## config.mk

```make
export PLATFORM = sky130hd
export DESIGN_NAME = imusoc_front
export DESIGN_NICKNAME = d
export VERILOG_FILES = /design/src/imu_startup_offset_calibration_defines.svh /design/src/imusoc_pkg.sv /design/src/imusoc_front.sv
export SDC_FILE = /design/constraint.sdc
export NUM_CORES = 1
export LEC_CHECK = 0
export ABC_AREA = 1
export BUFFER_PORTS_ARGS = -buffer_cell sky130_fd_sc_hd__buf_4
export CORE_AREA = 3 3 77 79
export CTS_BUF_LIST = sky130_fd_sc_hd__clkbuf_8
export CTS_CLUSTER_DIAMETER = 200
export DETAILED_ROUTE_END_ITERATION = 8
export DIE_AREA = 0 0 80 82
export PLACE_DENSITY = 0.74
export SLEW_MARGIN = 5
export SYNTH_ARGS = -nofsm -noshare
export SYNTH_HDL_FRONTEND = slang
export SYNTH_SLANG_ARGS = --single-unit
```

## constraint.sdc

```tcl
create_clock -name i_clk -period 1.2 [get_ports i_clk]
set_input_delay 0.06 -clock i_clk [delete_from_list [all_inputs] [get_ports i_clk]]
set_output_delay 0.06 -clock i_clk [all_outputs]
set_load 0.02 [all_outputs]
```

## src/imu_startup_offset_calibration_defines.svh

```systemverilog
// ----------------------------------------------------------------------------
// imu startup offset calibration assertion macros
// concurrent checks that compile away when NO_ASSERTIONS is defined
// ----------------------------------------------------------------------------
`ifndef IMU_STARTUP_OFFSET_CALIBRATION_DEFINES_SVH
`define IMU_STARTUP_OFFSET_CALIBRATION_DEFINES_SVH

`ifndef NO_ASSERTIONS

// same-cycle implication under reset
`define IMUSOC_ASSERT_NOW(label, clk, rst_n, ante, cons) \
    label: assert property (@(posedge clk) disable iff (!(rst_n)) (ante) |-> (cons)) \
        else $error("imusoc check failed");

// next-cycle implication under reset
`define IMUSOC_ASSERT_NEXT(label, clk, rst_n, ante, cons) \
    label: assert property (@(posedge clk) disable iff (!(rst_n)) (ante) |=> (cons)) \
        else $error("imusoc check failed");

`else

`define IMUSOC_ASSERT_NOW(label, clk, rst_n, ante, cons)
`define IMUSOC_ASSERT_NEXT(label, clk, rst_n, ante, cons)

`endif

`endif

```

## src/imusoc_pkg.sv

```systemverilog
// ----------------------------------------------------------------------------
// imusoc_pkg
// shared types and constants of the imu startup offset calibration block
// ----------------------------------------------------------------------------
package imusoc_pkg;

    localparam int AXES         = 6;
    localparam int ACCEL_Z_AXIS = 5;
    localparam int SAMPLE_W     = 16;
    localparam int GRAVITY_W    = 15;
    localparam int PHASE_W      = 11;
    localparam int SUM_W        = 21;
    localparam int QUEUE_DEPTH  = 4;
    localparam int QPTR_W       = $clog2(QUEUE_DEPTH);
    localparam int QCNT_W       = $clog2(QUEUE_DEPTH + 1);

    localparam logic [GRAVITY_W-1:0] GRAVITY_RESET = 15'd16384;

    // word class set by the front part
    localparam logic [1:0] KIND_PASS = 2'd0;  // calibration, outside the window
    localparam logic [1:0] KIND_SUM  = 2'd1;  // calibration, inside the window
    localparam logic [1:0] KIND_LAST = 2'd2;  // final calibration word
    localparam logic [1:0] KIND_CORR = 2'd3;  // corrected word

    typedef struct packed {
        logic signed [SAMPLE_W-1:0] gyro_x_in;
        logic signed [SAMPLE_W-1:0] gyro_y_in;
        logic signed [SAMPLE_W-1:0] gyro_z_in;
        logic signed [SAMPLE_W-1:0] accel_x_in;
        logic signed [SAMPLE_W-1:0] accel_y_in;
        logic signed [SAMPLE_W-1:0] accel_z_in;
    } t_imu_in;

    typedef struct packed {
        logic signed [SAMPLE_W-1:0] gyro_x_out;
        logic signed [SAMPLE_W-1:0] gyro_y_out;
        logic signed [SAMPLE_W-1:0] gyro_z_out;
        logic signed [SAMPLE_W-1:0] accel_x_out;
        logic signed [SAMPLE_W-1:0] accel_y_out;
        logic signed [SAMPLE_W-1:0] accel_z_out;
        logic                       hold;
    } t_imu_out;

    typedef struct packed {
        logic [1:0] kind;
        t_imu_in    sample;
    } t_queue_word;

endpackage

```

## src/imusoc_front.sv

```systemverilog
// ----------------------------------------------------------------------------
// imusoc_front
// accepts sample words, counts the calibration phase and tags each word
// ----------------------------------------------------------------------------
module imusoc_front #(
    parameter int CAL_SAMPLES = 1000,
    parameter int AVG_WINDOW  = 20
) (
    input  logic                  i_clk,
    input  logic                  i_rst_n,
    input  logic                  i_in_valid,
    output logic                  o_in_ready,
    input  imusoc_pkg::t_imu_in   i_in_data,
    input  logic                  i_q_full,
    output logic                  o_push,
    output imusoc_pkg::t_queue_word o_push_word
);
    import imusoc_pkg::*;

    localparam int WIN_START = (AVG_WINDOW >= CAL_SAMPLES) ? 0 : CAL_SAMPLES - AVG_WINDOW;

    logic [PHASE_W-1:0] r_phase;
    logic [PHASE_W-1:0] n_phase;
    logic [1:0]         w_kind;

    // accept whenever the queue has room
    assign o_in_ready = !i_q_full;
    assign o_push     = i_in_valid && !i_q_full;

    // classify by position in the calibration phase
    always_comb begin
        if (r_phase == PHASE_W'(CAL_SAMPLES)) begin
            w_kind = KIND_CORR;
        end else if (r_phase == PHASE_W'(CAL_SAMPLES - 1)) begin
            w_kind = KIND_LAST;
        end else if (r_phase >= PHASE_W'(WIN_START)) begin
            w_kind = KIND_SUM;
        end else begin
            w_kind = KIND_PASS;
        end
    end

    assign o_push_word.kind   = w_kind;
    assign o_push_word.sample = i_in_data;

    // phase counter stops at the end of calibration
    always_comb begin
        n_phase = r_phase;
        if (o_push && (r_phase != PHASE_W'(CAL_SAMPLES))) begin
            n_phase = r_phase + PHASE_W'(1);
        end
    end

    always_ff @(posedge i_clk) begin
        if (!i_rst_n) begin
            r_phase <= '0;
        end else begin
            r_phase <= n_phase;
        end
    end

endmodule

```

==> reports/metrics.cfg <==
[cts]
clockBufferDepth = 2
cts_root_buf = clkbuf_8
hold_buffers = 0
cts_tree = built
clock_sinks = 11
worstSkewPairLatency_ns = 0.24
clk_pin_slew_ns = 0.05
htreeDepth = 1
cts_buffers = 3

[setup_path]
worstSetupPathType = flop to output port
endpoint_kind = output port
crit_family = flip-flops
critPathArrivalTime_ns = 1.37
required_ns = 1.14
cp_slowest_stage_delay_ns = 0.36
cp-start-kind = flop
critical_path_buf_inv_count = 1
path_cells = ha_4 -> nand3_2 -> o21ai_1 -> a21oi_1 -> or2_4 -> buf_6
cp_max_fo = 3
slowest_stage = dfxtp_4

[timing]
setup_ws_ns = -0.234
min_period_over_period = 1.20
worstMarginPinSlew_ns = 0.470
layout_min_cycle_time_ns = 1.43
rsz0062_at_grt = true
fmax_mhz = 697
finalSetupViolations = 13
finClkSkew_ns = 0.00328
finalHoldViolCount = 0
slew_violations = 0
maxSlewHeadroom = 0.686

[detailed_routing]
drtPass1Iterations = 4
drc = 0
ant_nets = 0
finalWirelength_um = 2870
post_drt_wl_per_cell_um = 13.2
vias = 920
viasPerCell = 4.22
drt_iter0_drc = 69

[pwr]
vdd_drop_max_uv = 339
power.density_mw_per_mm2 = 695
p_leak_uw = 0.000493
power.total_uw = 861

[die]
die_area_mm2 = 0.00656
core_area_mm2 = 0.00541
die_h_um = 82
die_x_um = 80
rows = 27
start_util = 0.266
ios = 200

[cells_and_area]
finalNetCount = 249
top_register = r_phase
ff_latch_area_um2 = 229
largest_register_ffs = 11
antenna_cells = 0
fillers = 599
drive_gt1_frac = 0.500
reg_top3 = r_phase (11)
area.growth.synth_to_final_pct = -13.8
finish.utilization = 0.229
multi_input_area_um2 = 543
final_cell_count_no_fill = 218

[run]
max_cap_viol_count = 0

[status]
failed_checks = negative setup slack
status = complete, but fails checks

[placed_design]
globalplace.congestion = 0.828
dp.cells = 209
hpwlAfterDp_um = 1840
numPortBuffers = 7

[synthesis]
netlist_instances = 206
syn_area_mm2 = 0.00144
syn_area_per_cell_um2 = 6.98
yosysTopAreaCell = buf_4
ys_types = 19
ys_seq_area_frac = 0.153
synth_fp_nets = 308
ys.warnings.count = 0
synth_area_leaders = buf_4 50%, dfxtp_1 15%, nand2_1 7.3%
yosysTopAreaCellShare = 0.501
ys_seq_elements = 11

[global_route]
grt_usage = 0.0801
antenna_found_initial = 0
grt_max_degree = 8
grt.overflow.total = 0
grt_pass1_wl_um = 3900
grt_pass1_vias = 848

[min_path]
hp-class = input pin to flop

synthesized netlist by cell type:
cell type / n
nand3_4: 1
nand2_4: 1
xor2_1: 5
buf_4: 96
o21ai_0: 5
inv_2: 3
dfxtp_1: 11
nor3_2: 1
ha_1: 2
buf_6: 1
nand2_2: 2
nor2_2: 4
nand2_1: 28
inv_1: 14
nor2_1: 15
nand4_1: 3
or2_2: 1
a21oi_1: 7
nand3_1: 6
through the flow:
step	setup WS (ns)	area [um2]	TNS (ns)	hold slack, ns
after global placement	-0.0852	1040	-0.440	0.120
after floorplan	0.00229	1470	0	0.180
after CTS	-0.247	1170	-1.46	0.100
final	-0.234	1240	-1.27	0.0942
after global routing	-0.291	1240	-2.21	0.111
after detailed placement	-0.102	1040	-0.714	0.120
cell type report:
class	instances	share of cell area
inverter	17	0.0556
clock inverter	1	0.00303
multi-input combinational	82	0.438
sequential	11	0.185
tap	72	0.0727
timing repair buffer	32	0.212
clock buffer	3	0.0333
cells by family after synthesis:
kind of cell | after synthesis | share of synthesized area
buffers and inverters | 114 | 0.554
and+or+nand+nor | 62 | 0.204
AOI/OAI and AO/OA | 12 | 0.0418
DFF | 11 | 0.153
xor gates and xnor gates | 5 | 0.0305
adders and majority gates | 2 | 0.0174
final timing paths:
kind              start  cells after the start               to  slack (ns)
min reg2reg  r_phase[0]                      2       r_phase[0]        0.55
max          r_phase[0]                      6  o_push_word[96]       -0.23
max reg2reg  r_phase[0]                      9       r_phase[8]       -0.12
min             i_rst_n                      3       r_phase[7]        0.09
power breakdown:
group | total, uW | leakage [uW] | internal (uW) | switching (uW)
logic | 104 | 0.000376 | 44.7 | 59.0
registers | 377 | 0.0000908 | 370 | 7.25
clock network | 381 | 0.0000269 | 226 | 155
cells in the final DEF, fill, tap and decap left out, types with 2 or more instances in the layout:
cell / count
o21ai_1: 3
inv_1: 13
nor2_4: 3
nand2_2: 7
ha_4: 2
nand2_1: 22
dfxtp_1: 8
nand3_4: 2
nand2_4: 3
nand3_2: 2
nand3_1: 3
a21oi_1: 4
nor2_1: 11
clkbuf_8: 3
nor2_2: 5
inv_2: 4
nand4_1: 3
a21oi_2: 3
buf_4: 26
buf_6: 6
dfxtp_4: 2
xor2_1: 5
layer usage:
| metal | GRT usage | routed length [um] | up-vias |
|---|---|---|---|
| li1 | - | - | 413 |
| met1 | 0.0684 | 919 | 415 |
| met2 | 0.123 | 1380 | 50 |
| met3 | 0.0428 | 307 | 42 |
| met4 | 0.0963 | 259 | 0 |
| met5 | 0 | 0 | - |
repair_timing:
item / 4_1_cts / 5_1_grt
gates cloned: 1 / 0
pin swaps: 1 / 10
hold endpoints to repair: 0 / 0
setup endpoints to repair: 13 / 13
resized for setup: 16 / 19
setup buffers: 3 / 1
tightest hold or removal path: cells and delay by family:
family | cells | cell delay, ns
buffers and inverters | 1 | 0.14
and+or+nand+nor | 2 | 0.09
Power figures use the tool's default switching activity.
