[config.mk]
export PLATFORM = sky130hd
export DESIGN_NAME = imusoc_queue
export DESIGN_NICKNAME = d
export VERILOG_FILES = /design/src/imu_startup_offset_calibration_defines.svh /design/src/imusoc_pkg.sv /design/src/imusoc_queue.sv
export SDC_FILE = /design/constraint.sdc
export NUM_CORES = 1
export LEC_CHECK = 0
export ABC_AREA = 1
export BUFFER_PORTS_ARGS = -buffer_cell sky130_fd_sc_hd__clkbuf_2
export CAP_MARGIN = 10
export CORE_ASPECT_RATIO = 0.6
export CORE_MARGIN = 2
export CORE_UTILIZATION = 50
export CTS_CLUSTER_SIZE = 16
export DETAILED_ROUTE_END_ITERATION = 6
export PLACE_DENSITY = 0.71
export SLEW_MARGIN = 20
export SYNTH_ARGS = -nofsm -noshare
export SYNTH_HDL_FRONTEND = slang
export SYNTH_SLANG_ARGS = --single-unit
[constraint.sdc]
create_clock -name i_clk -period 4.76 [get_ports i_clk]
set_input_delay 0.952 -clock i_clk [delete_from_list [all_inputs] [get_ports i_clk]]
set_output_delay 0.952 -clock i_clk [all_outputs]
set_load 0.05 [all_outputs]
[src/imu_startup_offset_calibration_defines.svh]
// ----------------------------------------------------------------------------
// imu startup offset calibration assertion macros
// concurrent checks that compile away when NO_ASSERTIONS is defined
// ----------------------------------------------------------------------------
`ifndef IMU_STARTUP_OFFSET_CALIBRATION_DEFINES_SVH
`define IMU_STARTUP_OFFSET_CALIBRATION_DEFINES_SVH

`ifndef NO_ASSERTIONS

// same-cycle implication under reset
`define IMUSOC_ASSERT_NOW(label, clk, rst_n, ante, cons) \
    label: assert property (@(posedge clk) disable iff (!(rst_n)) (ante) |-> (cons)) \
        else $error("imusoc check failed");

// next-cycle implication under reset
`define IMUSOC_ASSERT_NEXT(label, clk, rst_n, ante, cons) \
    label: assert property (@(posedge clk) disable iff (!(rst_n)) (ante) |=> (cons)) \
        else $error("imusoc check failed");

`else

`define IMUSOC_ASSERT_NOW(label, clk, rst_n, ante, cons)
`define IMUSOC_ASSERT_NEXT(label, clk, rst_n, ante, cons)

`endif

`endif

[src/imusoc_pkg.sv]
// ----------------------------------------------------------------------------
// imusoc_pkg
// shared types and constants of the imu startup offset calibration block
// ----------------------------------------------------------------------------
package imusoc_pkg;

    localparam int AXES         = 6;
    localparam int ACCEL_Z_AXIS = 5;
    localparam int SAMPLE_W     = 16;
    localparam int GRAVITY_W    = 15;
    localparam int PHASE_W      = 11;
    localparam int SUM_W        = 21;
    localparam int QUEUE_DEPTH  = 4;
    localparam int QPTR_W       = $clog2(QUEUE_DEPTH);
    localparam int QCNT_W       = $clog2(QUEUE_DEPTH + 1);

    localparam logic [GRAVITY_W-1:0] GRAVITY_RESET = 15'd16384;

    // word class set by the front part
    localparam logic [1:0] KIND_PASS = 2'd0;  // calibration, outside the window
    localparam logic [1:0] KIND_SUM  = 2'd1;  // calibration, inside the window
    localparam logic [1:0] KIND_LAST = 2'd2;  // final calibration word
    localparam logic [1:0] KIND_CORR = 2'd3;  // corrected word

    typedef struct packed {
        logic signed [SAMPLE_W-1:0] gyro_x_in;
        logic signed [SAMPLE_W-1:0] gyro_y_in;
        logic signed [SAMPLE_W-1:0] gyro_z_in;
        logic signed [SAMPLE_W-1:0] accel_x_in;
        logic signed [SAMPLE_W-1:0] accel_y_in;
        logic signed [SAMPLE_W-1:0] accel_z_in;
    } t_imu_in;

    typedef struct packed {
        logic signed [SAMPLE_W-1:0] gyro_x_out;
        logic signed [SAMPLE_W-1:0] gyro_y_out;
        logic signed [SAMPLE_W-1:0] gyro_z_out;
        logic signed [SAMPLE_W-1:0] accel_x_out;
        logic signed [SAMPLE_W-1:0] accel_y_out;
        logic signed [SAMPLE_W-1:0] accel_z_out;
        logic                       hold;
    } t_imu_out;

    typedef struct packed {
        logic [1:0] kind;
        t_imu_in    sample;
    } t_queue_word;

endpackage

[src/imusoc_queue.sv]
// ----------------------------------------------------------------------------
// imusoc_queue
// short fifo between the front and back parts
// ----------------------------------------------------------------------------
module imusoc_queue (
    input  logic                    i_clk,
    input  logic                    i_rst_n,
    input  logic                    i_push,
    input  imusoc_pkg::t_queue_word i_push_word,
    input  logic                    i_pop,
    output logic                    o_valid,
    output logic                    o_full,
    output imusoc_pkg::t_queue_word o_head
);
    import imusoc_pkg::*;

    t_queue_word        r_mem [QUEUE_DEPTH];
    logic [QPTR_W-1:0]  r_wr;
    logic [QPTR_W-1:0]  r_rd;
    logic [QCNT_W-1:0]  r_count;
    logic [QCNT_W-1:0]  n_count;

    assign o_valid = (r_count != '0);
    assign o_full  = (r_count == QCNT_W'(QUEUE_DEPTH));
    assign o_head  = r_mem[r_rd];

    // storage
    always_ff @(posedge i_clk) begin
        if (i_push) begin
            r_mem[r_wr] <= i_push_word;
        end
    end

    // occupancy
    always_comb begin
        n_count = r_count;
        if (i_push && !i_pop) begin
            n_count = r_count + QCNT_W'(1);
        end else if (!i_push && i_pop) begin
            n_count = r_count - QCNT_W'(1);
        end
    end

    // pointers
    always_ff @(posedge i_clk) begin
        if (!i_rst_n) begin
            r_wr    <= '0;
            r_rd    <= '0;
            r_count <= '0;
        end else begin
            if (i_push) begin
                r_wr <= r_wr + QPTR_W'(1);
            end
            if (i_pop) begin
                r_rd <= r_rd + QPTR_W'(1);
            end
            r_count <= n_count;
        end
    end

endmodule

==> flow_metrics.py, run 1 <==
metrics = {
    "run_status": {
        "status": "finished, final reports clean",
    },
    "synthesis": {
        "syn_nets": 1115,
        "netlist_area_mm2": 0.0150,
        "yosysWarnings": 0,
        "synth_area_leaders": "edfxtp_1 (79%), o21ai_0 (5.2%), nor2_1 (5.1%)",
        "ys_ff_latch": 401,
        "yosys.area.top_type": "edfxtp_1",
        "synth_cell_types": 22,
        "seq_area_frac_synth_pct": 79.9,
        "synthCells": 1007,
        "yosys.area.top_type_share_pct": 78.7,
        "synth.avg_cell_area_um2": 14.9,
    },
    "global_routing": {
        "grt_max_degree": 197,
        "grt_pass1_vias": 8601,
        "grt_use_total_pct": 20.2,
        "grt-ovfl-total": 0,
        "grt_pass1_wl_mm": 48.3,
        "antenna_found_initial": 1,
    },
    "layout": {
        "nets": 1302,
        "multi_input_area_mm2": 0.00254,
        "fin_util_pct": 59.7,
        "final-seq-area_mm2": 0.0120,
        "nFillCells": 2285,
        "area_growth_pct": 15.9,
        "num_antenna_cells": 0,
        "drive_above_1_share_pct": 22.5,
    },
    "routing": {
        "vias_per_cell": 5.57,
        "wl_per_cell_um": 19.9,
        "first_pass_iters": 5,
        "drtIter0Drc": 824,
        "routed_wl_mm": 32.3,
        "detail_route.drc_violations": 0,
        "postRouteAntennaNets": 0,
        "vias": 9018,
    },
    "power_and_ir_drop": {
        "cellPowerDensity_mw_per_mm2": 456,
        "total_power_w": 0.00791,
        "peakVddDrop_mv": 0.269,
        "leakagePower_nw": 6.08,
    },
    "run": {
        "timing.max_cap.violations": 0,
    },
    "worst_setup_path": {
        "cp-end-kind": "primary output",
        "cp-start-kind": "register",
        "crit_arrival_ns": 2.79,
        "r2r_slack_ns": 2.55,
        "worstSetupPathType": "reg2out",
        "crit_required_ns": 3.81,
        "cp_max_fo": 64,
    },
    "timing": {
        "tightest_slew_ns": 1.07,
        "finalClockSkew_ns": 0.00883,
        "finalSetupViolations": 0,
        "setup_ws_ns": 1.01,
        "slew_headroom_pct": 28.8,
        "max_freq_mhz": 267,
        "maxSlewViolCount": 0,
        "rsz0062_at_grt": "no",
        "finalSetupTns_ns": 0,
        "min_period_ns": 3.75,
        "hold_viol": 0,
        "min_period_over_period_pct": 78.7,
    },
    "placed_design": {
        "dp_slack_ns": 1.55,
        "hpwlAfterDp_mm": 17.4,
        "port_buffers": 201,
        "finalWeightedCongestion": 0.734,
    },
    "clock_network": {
        "clock_sinks": 401,
        "htreeDepth": 2,
        "numCtsBuffers": 36,
        "clk_pin_slew_ns": 0.07,
        "cts_resized": 0,
        "clk_latency_ns": 0.51,
        "cts_tree": "built",
        "cts-root-buf": "clkbuf_16",
        "ctsHoldBuffers": 0,
        "clockBufferDepth": 3,
        "postCtsSetupRepairBufs": 0,
    },
    "die": {
        "die-area_mm2": 0.0314,
        "die_width_um": 227,
        "die_h_um": 138,
        "core-area_mm2": 0.0291,
        "io-pin-count": 202,
        "rows": 48,
        "start_util_pct": 51.5,
    },
    "min_path": {
        "hp-class": "reg2reg",
    },
}
## placed cells by master, fill, tap and decap left out, types with 5 or more instances in the layout
master	count
o22ai_1	98
clkbuf_16	37
nand2_1	10
o21ai_0	155
ha_1	5
clkbuf_2	201
edfxtp_1	392
nor2_1	202
dfxtp_1	7
buf_4	7
clkinv_2	10
o21ai_1	47
inv_1	11
clkinv_1	6
buf_12	5
## state kept, by name (all words and copies together) (netlist names), named ones only
| register | cells |
|---|---|
| r_mem | 392 |
| r_wr | 2 |
| r_rd | 2 |
| r_count | 3 |
## layer usage
layer	part of all wire [%]	vias up	GRT usage, %
met5	0.040	-	0
met3	7.6	34	3.94
li1	-	4171	-
met4	1.2	2	4.61
met1	46	4480	30.3
met2	46	331	30.9
## logic make-up after synthesis
group                    Yosys count  synth area share, %
flip-flops                       401                 79.9
AO/OA/AOI/OAI                    304                 11.0
AND/OR/NAND/NOR                  215                 5.43
buffers and inverters             81                 3.13
adder cells (fa/ha/maj)            6                0.552
## power breakdown
| group | internal, W | switching, W |
|---|---|---|
| Sequential | 0.00403 | 0.0000430 |
| Clock | 0.00155 | 0.00123 |
| Combinational | 0.000219 | 0.000830 |
| Total | 0.00580 | 0.00211 |
## synthesized netlist by cell type (all sizes together)
cell,instances
o22ai,98
ha,5
nand2,10
buf,28
nor2,202
inv,17
nand4,1
o21ai,202
clkbuf,36
a21oi,4
edfxtp,392
nand3,1
nor3,1
fa,1
dfxtp,9
## critical path, cell delays in order (launching register included)
cell and delay (ns):
dfxtp_2 0.65, inv_2 0.16, buf_4 0.61, o21ai_0 0.23, o22ai_1 0.28, clkbuf_2 0.34
## final cells by class
| cell class | instances | area share (%) |
|---|---|---|
| clock inverter | 21 | 0.895 |
| clock buffer | 42 | 5.50 |
| timing repair buffer | 213 | 6.68 |
| tap | 400 | 2.89 |
| multi-input combinational | 525 | 14.6 |
| inverter | 17 | 0.455 |
| sequential | 401 | 68.9 |
## path summary, 6_finish.rpt
kind / from / to / depth (start not counted)
max reg2reg: r_wr[1]$_SDFFE_PN0P_ / r_mem[1][62]$_DFFE_PP_ / 5
min reg2reg: r_rd[1]$_SDFFE_PN0P_ / register / 1
min: r_rd[1]$_SDFFE_PN0P_ / register / 1
max: register / o_head[7] / 5
## per-stage QoR
step / hold slack (ns) / std cells / area, um^2
floorplan: 0.412 / 1007 / 15000
global placement: 0.442 / 1556 / 16200
detailed placement: 0.450 / 1556 / 16200
CTS: 0.470 / 1619 / 17300
global route: 0.491 / 1619 / 17300
finish: 0.472 / 1619 / 17300
Power figures use the tool's default switching activity.
==> run 2, diff against run 1 <==
--- a/config.mk
+++ b/config.mk
@@ -5,7 +5,7 @@
 export SDC_FILE = /design/constraint.sdc
 export NUM_CORES = 1
 export LEC_CHECK = 0
-export ABC_AREA = 1
+export ABC_AREA = 0
 export BUFFER_PORTS_ARGS = -buffer_cell sky130_fd_sc_hd__clkbuf_2
 export CAP_MARGIN = 10
 export CORE_ASPECT_RATIO = 0.6
@@ -13,7 +13,7 @@
 export CORE_UTILIZATION = 50
 export CTS_CLUSTER_SIZE = 16
 export DETAILED_ROUTE_END_ITERATION = 6
-export PLACE_DENSITY = 0.71
+export PLACE_DENSITY = 0.74
 export SLEW_MARGIN = 20
 export SYNTH_ARGS = -nofsm -noshare
 export SYNTH_HDL_FRONTEND = slang
==> constraint.sdc (replaced) <==
create_clock -name i_clk -period 3.3 [get_ports i_clk]
set_input_delay 0.66 -clock i_clk [delete_from_list [all_inputs] [get_ports i_clk]]
set_output_delay 0.66 -clock i_clk [all_outputs]
set_load 0.05 [all_outputs]
==> flow_metrics.py, run 2 <==
metrics = {
    "synthesis": {
        "synth_edf_count": 392,
        "synth_most_common_cell": "edfxtp_1",
        "synth_cell_types": 21,
        "syn_nets": 663,
        "yosys.area.top_type": "edfxtp_1",
        "netlist_area_mm2": 0.0146,
        "seq_area_frac_synth_pct": 82.0,
        "ys_ff_latch": 401,
        "yosysWarnings": 0,
        "yosys.area.top_type_share_pct": 80.8,
        "synth_common_cells": "edfxtp_1 (392), mux4_2 (98), buf_2 (11)",
        "async_reset_ff_share_pct": 0,
        "synthCells": 555,
        "synth_area_leaders": "edfxtp_1 (81%), mux4_2 (15%), dfxtp_1 (1.2%)",
        "synth.avg_cell_area_um2": 26.3,
        "synth_flop_cell": "edfxtp_1",
    },
    "worst_setup_path": {
        "cpPeakStageDelay_ns": 0.60,
        "regToRegStartpoint": "r_wr[0]$_SDFFE_PN0P_",
        "cp-start-kind": "register",
        "crit_arrival_ns": 2.27,
        "cp_max_fo": 31,
        "cp-end-kind": "primary output",
        "crit_path_cell_trace": "buf_4 > mux4_2 > clkbuf_2",
        "r2r_end": "r_mem[1][84]$_DFFE_PP_",
        "crit_required_ns": 2.64,
        "r2r.worst_path.cells": 3,
        "r2r_slack_ns": 1.41,
        "worstSetupPathType": "reg2out",
        "crit_end": "o_head[40]",
        "crit_path_top_delay_cell": "mux4_2",
    },
    "clock_network": {
        "clk_latency_ns": 0.51,
        "clk_pin_slew_ns": 0.06,
        "numCtsBuffers": 37,
        "postCtsSetupRepairBufs": 0,
        "cts_resized": 0,
        "ctsHoldBuffers": 0,
        "clockBufferDepth": 3,
        "clock_sinks": 401,
        "cts_tree": "built",
        "htreeDepth": 2,
        "cts-root-buf": "clkbuf_16",
    },
    "placed_design": {
        "port_buffers": 201,
        "finalWeightedCongestion": 0.740,
        "dp_slack_ns": 0.860,
        "hpwlAfterDp_mm": 16.9,
    },
    "run": {
        "timing.max_cap.violations": 0,
    },
    "global_routing": {
        "use_met1_pct": 24.1,
        "grt-ovfl-total": 0,
        "use_met3_pct": 5.99,
        "grt_pass1_vias": 7097,
        "grt_use_total_pct": 18.0,
        "grt_max_degree": 68,
        "grt_pass1_wl_mm": 40.8,
        "antenna_found_initial": 4,
        "grt_busiest_layer": "met2",
        "met2_usage_pct": 28.6,
    },
    "routing": {
        "wl_per_cell_um": 22.9,
        "vias_per_cell": 5.54,
        "detail_route.drc_violations": 0,
        "postRouteAntennaNets": 0,
        "vias": 6590,
        "drtIter0Drc": 419,
        "routed_wl_mm": 27.3,
        "first_pass_iters": 4,
    },
    "die": {
        "die_width_um": 224,
        "start_util_pct": 50.8,
        "die-area_mm2": 0.0306,
        "io-pin-count": 202,
        "die_h_um": 136,
        "core-area_mm2": 0.0287,
        "rows": 48,
    },
    "layout": {
        "final-seq-area_mm2": 0.0120,
        "drive_above_1_share_pct": 45.1,
        "multi_input_area_mm2": 0.00247,
        "nets": 895,
        "fin_util_pct": 60.2,
        "largest_reg_flops": 392,
        "biggestRegsByFlops": "r_mem (392), r_count (3)",
        "final_common_cell": "edfxtp_1",
        "area_growth_pct": 18.6,
        "nFillCells": 1967,
        "final_cell_mix": "edfxtp_1 (392), clkbuf_2 (201), mux4_2 (98)",
        "regMostFlops": "r_mem",
    },
    "power_and_ir_drop": {
        "cellPowerDensity_mw_per_mm2": 675,
        "pwr-share-clk_pct": 35.1,
        "power_switching_w": 0.00294,
        "combPwrFrac_pct": 14.2,
        "pwr-share-seq_pct": 50.7,
        "peakVddDrop_mv": 0.662,
        "leakagePower_nw": 5.84,
        "p_int_w": 0.00872,
        "swShare_pct": 25.2,
        "total_power_w": 0.0117,
    },
    "min_path": {
        "worstHoldStart": "i_push_word[63]",
        "worstHoldPathCells": 1,
        "hp-class": "in2reg",
    },
    "timing": {
        "min_period_ns": 2.93,
        "finalSetupViolations": 0,
        "slew_headroom_pct": 58.4,
        "rsz0062_at_grt": "no",
        "maxSlewViolCount": 0,
        "min_period_over_period_pct": 88.8,
        "finalSetupTns_ns": 0,
        "setup_ws_ns": 0.369,
        "hold_viol": 0,
        "max_freq_mhz": 341,
        "finalClockSkew_ns": 0.0131,
        "tightest_slew_ns": 0.624,
    },
    "run_status": {
        "status": "finished, final reports clean",
    },
}
run 2: how the worst min path moves through the flow:
stage	endpoint	slack, ns
floorplan	r_count[2]$_SDFFE_PN0P_	0.47
global route	r_mem[0][41]$_DFFE_PP_	0.33
finish	r_mem[3][63]$_DFFE_PP_	0.35
global placement	r_count[2]$_SDFFE_PN0P_	0.48
CTS	r_mem[0][63]$_DFFE_PP_	0.33
detailed placement	r_count[2]$_SDFFE_PN0P_	0.55
run 2: cells by family (layout without fill, tap and decap cells):
group / count (synthesis) / in the layout / share of synthesized area (%)
buffers and inverters: 26 / 283 / 1.12
other: 0 / 3 / 0
DFF: 401 / 401 / 82.0
xor gates and xnor gates: 5 / 5 / 0.301
muxes: 100 / 100 / 15.3
AOI/OAI and AO/OA: 2 / 2 / 0.0858
and+or+nand+nor: 15 / 15 / 0.635
adders and majority gates: 6 / 6 / 0.567
run 2: routing by layer:
metal  part of all wire, %  vias up
met5                     0        -
li1                      -     2862
met4                   1.6        0
met3                   8.3       37
met1                    42     3459
met2                    48      232
run 2: area by class of cell:
cell class	instances	area share, %
flip-flops and latches	401	69.2
multi-input cells	128	14.3
repair buffers	215	6.94
clock buffers	47	5.82
well taps	375	2.72
clock inverters	17	0.912
inverters	4	0.0869
diodes	3	0.0434
run 2: worst max-delay path: cells and delay by family (launching register included):
kind	cells	cell delay, ns
buffers and inverters	2	0.77
muxes	1	0.60
DFF	1	0.35
run 2: stage by stage:
step | hold WS (ns) | instance area [um^2] | std cells
after floorplan | 0.467 | 14600 | 555
after global placement | 0.480 | 16100 | 1123
after detailed placement | 0.545 | 16100 | 1123
after CTS | 0.326 | 17300 | 1187
after global routing | 0.335 | 17300 | 1188
final | 0.354 | 17300 | 1190
run 2: power groups by stage:
stage	Combinational [W]	Sequential [W]	Clock, W
6_report	0.00165	0.00592	0.00410
2_1_floorplan	0.00124	0.00600	0
5_1_grt	0.00174	0.00593	0.00439
3_5_place_dp	0.00167	0.00603	0
4_1_cts	0.00168	0.00592	0.00420
3_3_place_gp	0.00164	0.00601	0
==> run 3, diff against run 2 <==
--- a/config.mk
+++ b/config.mk
@@ -10,10 +10,10 @@
 export CAP_MARGIN = 10
 export CORE_ASPECT_RATIO = 0.6
 export CORE_MARGIN = 2
-export CORE_UTILIZATION = 50
+export CORE_UTILIZATION = 51
 export CTS_CLUSTER_SIZE = 16
 export DETAILED_ROUTE_END_ITERATION = 6
-export PLACE_DENSITY = 0.74
+export PLACE_DENSITY = 0.75
 export SLEW_MARGIN = 20
 export SYNTH_ARGS = -nofsm -noshare
 export SYNTH_HDL_FRONTEND = slang
==> constraint.sdc (replaced) <==
create_clock -name i_clk -period 3.3 [get_ports i_clk]
set_input_delay 0.66 -clock i_clk [delete_from_list [all_inputs] [get_ports i_clk]]
set_output_delay 0.66 -clock i_clk [all_outputs]
set_load 0.02 [all_outputs]
==> flow_metrics.py, run 3 (synthesized netlist as in run 2, its figures left out) <==
metrics = {
    "run_status": {
        "status": "finished, final reports clean",
    },
    "worst_setup_path": {
        "crit_path_cell_trace": "buf_12 > mux4_2 > clkbuf_2",
        "cp-start-kind": "register",
        "cp_max_fo": 59,
        "cp.buffers_inverters": 2,
        "worstSetupPathType": "reg2out",
        "crit_required_ns": 2.64,
        "crit_path_top_delay_cell": "mux4_2",
        "path_depth": 3,
        "critical-path-top-delay-family": "multiplexers",
        "cp-end-kind": "primary output",
        "r2r.worst_path.cells": 4,
        "crit_arrival_ns": 2.12,
        "cpPeakStageDelay_ns": 0.59,
    },
    "timing": {
        "finalClockSkew_ns": 0.0118,
        "finalSetupTns_ns": 0,
        "whs_ns": 0.358,
        "maxSlewViolCount": 0,
        "hold_viol": 0,
        "max_freq_mhz": 360,
        "min_period_over_period_pct": 84.2,
        "setup_ws_ns": 0.520,
        "rsz0062_at_grt": "no",
        "min_period_ns": 2.78,
        "slew_headroom_pct": 52.7,
        "finalSetupViolations": 0,
        "tightest_slew_ns": 0.709,
    },
    "layout": {
        "finalNonFillerCells": 1174,
        "largest_reg_flops": 392,
        "drive_above_1_share_pct": 45.2,
        "final_cell_mix": "edfxtp_1 (392), clkbuf_2 (201), mux4_2 (98)",
        "fin_util_pct": 62.1,
        "multi_input_area_mm2": 0.00247,
        "regMostFlops": "r_mem",
        "nets": 892,
        "nFillCells": 1870,
        "area_growth_pct": 18.5,
        "biggestRegsByFlops": "r_mem (392), r_count (3)",
        "final-seq-area_mm2": 0.0120,
        "final_common_cell": "edfxtp_1",
    },
    "clock_network": {
        "clock_sinks": 401,
        "ctsHoldBuffers": 0,
        "numCtsBuffers": 36,
        "cts-root-buf": "clkbuf_16",
        "htreeDepth": 2,
        "clk_pin_slew_ns": 0.06,
        "cts_resized": 0,
        "clockBufferDepth": 3,
        "clk_latency_ns": 0.52,
        "postCtsSetupRepairBufs": 0,
        "cts_tree": "built",
    },
    "routing": {
        "wl_per_cell_um": 23.3,
        "routed_wl_mm": 27.4,
        "vias_per_cell": 5.63,
        "detail_route.drc_violations": 0,
        "vias": 6604,
        "first_pass_iters": 5,
        "drtIter0Drc": 565,
        "postRouteAntennaNets": 0,
    },
    "placed_design": {
        "hpwlAfterDp_mm": 16.4,
        "finalWeightedCongestion": 0.750,
        "port_buffers": 201,
        "placed_cells": 1113,
        "dp_slack_ns": 1.03,
    },
    "global_routing": {
        "grt-ovfl-total": 0,
        "grt_max_degree": 66,
        "antenna_found_initial": 2,
        "grt_use_total_pct": 18.5,
        "grt_pass1_vias": 7163,
        "grt_pass1_wl_mm": 41.5,
    },
    "power_and_ir_drop": {
        "pwr-share-seq_pct": 53.2,
        "combPwrFrac_pct": 11.1,
        "peakVddDrop_mv": 0.498,
        "pwr-share-clk_pct": 35.7,
        "leakagePower_nw": 5.83,
        "p_int_w": 0.00863,
        "cellPowerDensity_mw_per_mm2": 644,
        "swShare_pct": 22.3,
        "power_switching_w": 0.00248,
    },
    "die": {
        "die_width_um": 222,
        "die_h_um": 135,
        "io-pin-count": 202,
        "core-area_mm2": 0.0278,
        "rows": 47,
        "start_util_pct": 52.4,
        "die-area_mm2": 0.0300,
    },
    "min_path": {
        "worstHoldPathCells": 1,
        "hp-class": "in2reg",
    },
    "run": {
        "timing.max_cap.violations": 0,
    },
}
[run 3: stage by stage]
stage	cell area, um^2	total power (W)
3_5_place_dp	16100	0.00728
5_1_grt	17300	0.0115
4_1_cts	17300	0.0113
3_3_place_gp	16100	0.00723
6_report	17300	0.0111
2_1_floorplan	14600	0.00680
[run 3: area by class of cell]
cell class,instances,area share (%)
clock inverters,17,0.942
flip-flops and latches,401,69.3
inverters,4,0.0870
well taps,367,2.66
diodes,1,0.0145
clock buffers,43,5.49
multi-input cells,128,14.3
repair buffers,213,7.22
[run 3: metal layers]
metal / wire (um) / part of all wire, % / up-vias / global-route usage, %
met5: 16 / 0.058 / - / 0
met3: 1920 / 7.0 / 34 / 5.18
met2: 13500 / 49 / 224 / 30.5
met4: 404 / 1.5 / 2 / 4.69
met1: 11500 / 42 / 3500 / 24.9
li1: - / - / 2844 / -
[run 3: worst paths after layout]
path,from,endpoint,slack [ns]
worst max-delay path,register,o_head[23],0.52
worst min-delay path,i_push_word[6],r_mem[3][6]$_DFFE_PP_,0.36
worst max register to register,r_wr[1]$_SDFFE_PN0P_,r_mem[1][59]$_DFFE_PP_,1.43
worst min register to register,r_count[2]$_SDFFE_PN0P_,r_count[2]$_SDFFE_PN0P_,0.57
[run 3: power by group through the flow]
stage | combinational [W] | sequential [W] | clock, W
after floorplan | 0.000797 | 0.00600 | 0
after global placement | 0.00123 | 0.00600 | 0
after detailed placement | 0.00126 | 0.00602 | 0
after CTS | 0.00126 | 0.00591 | 0.00408
after global routing | 0.00132 | 0.00593 | 0.00426
final | 0.00124 | 0.00591 | 0.00396
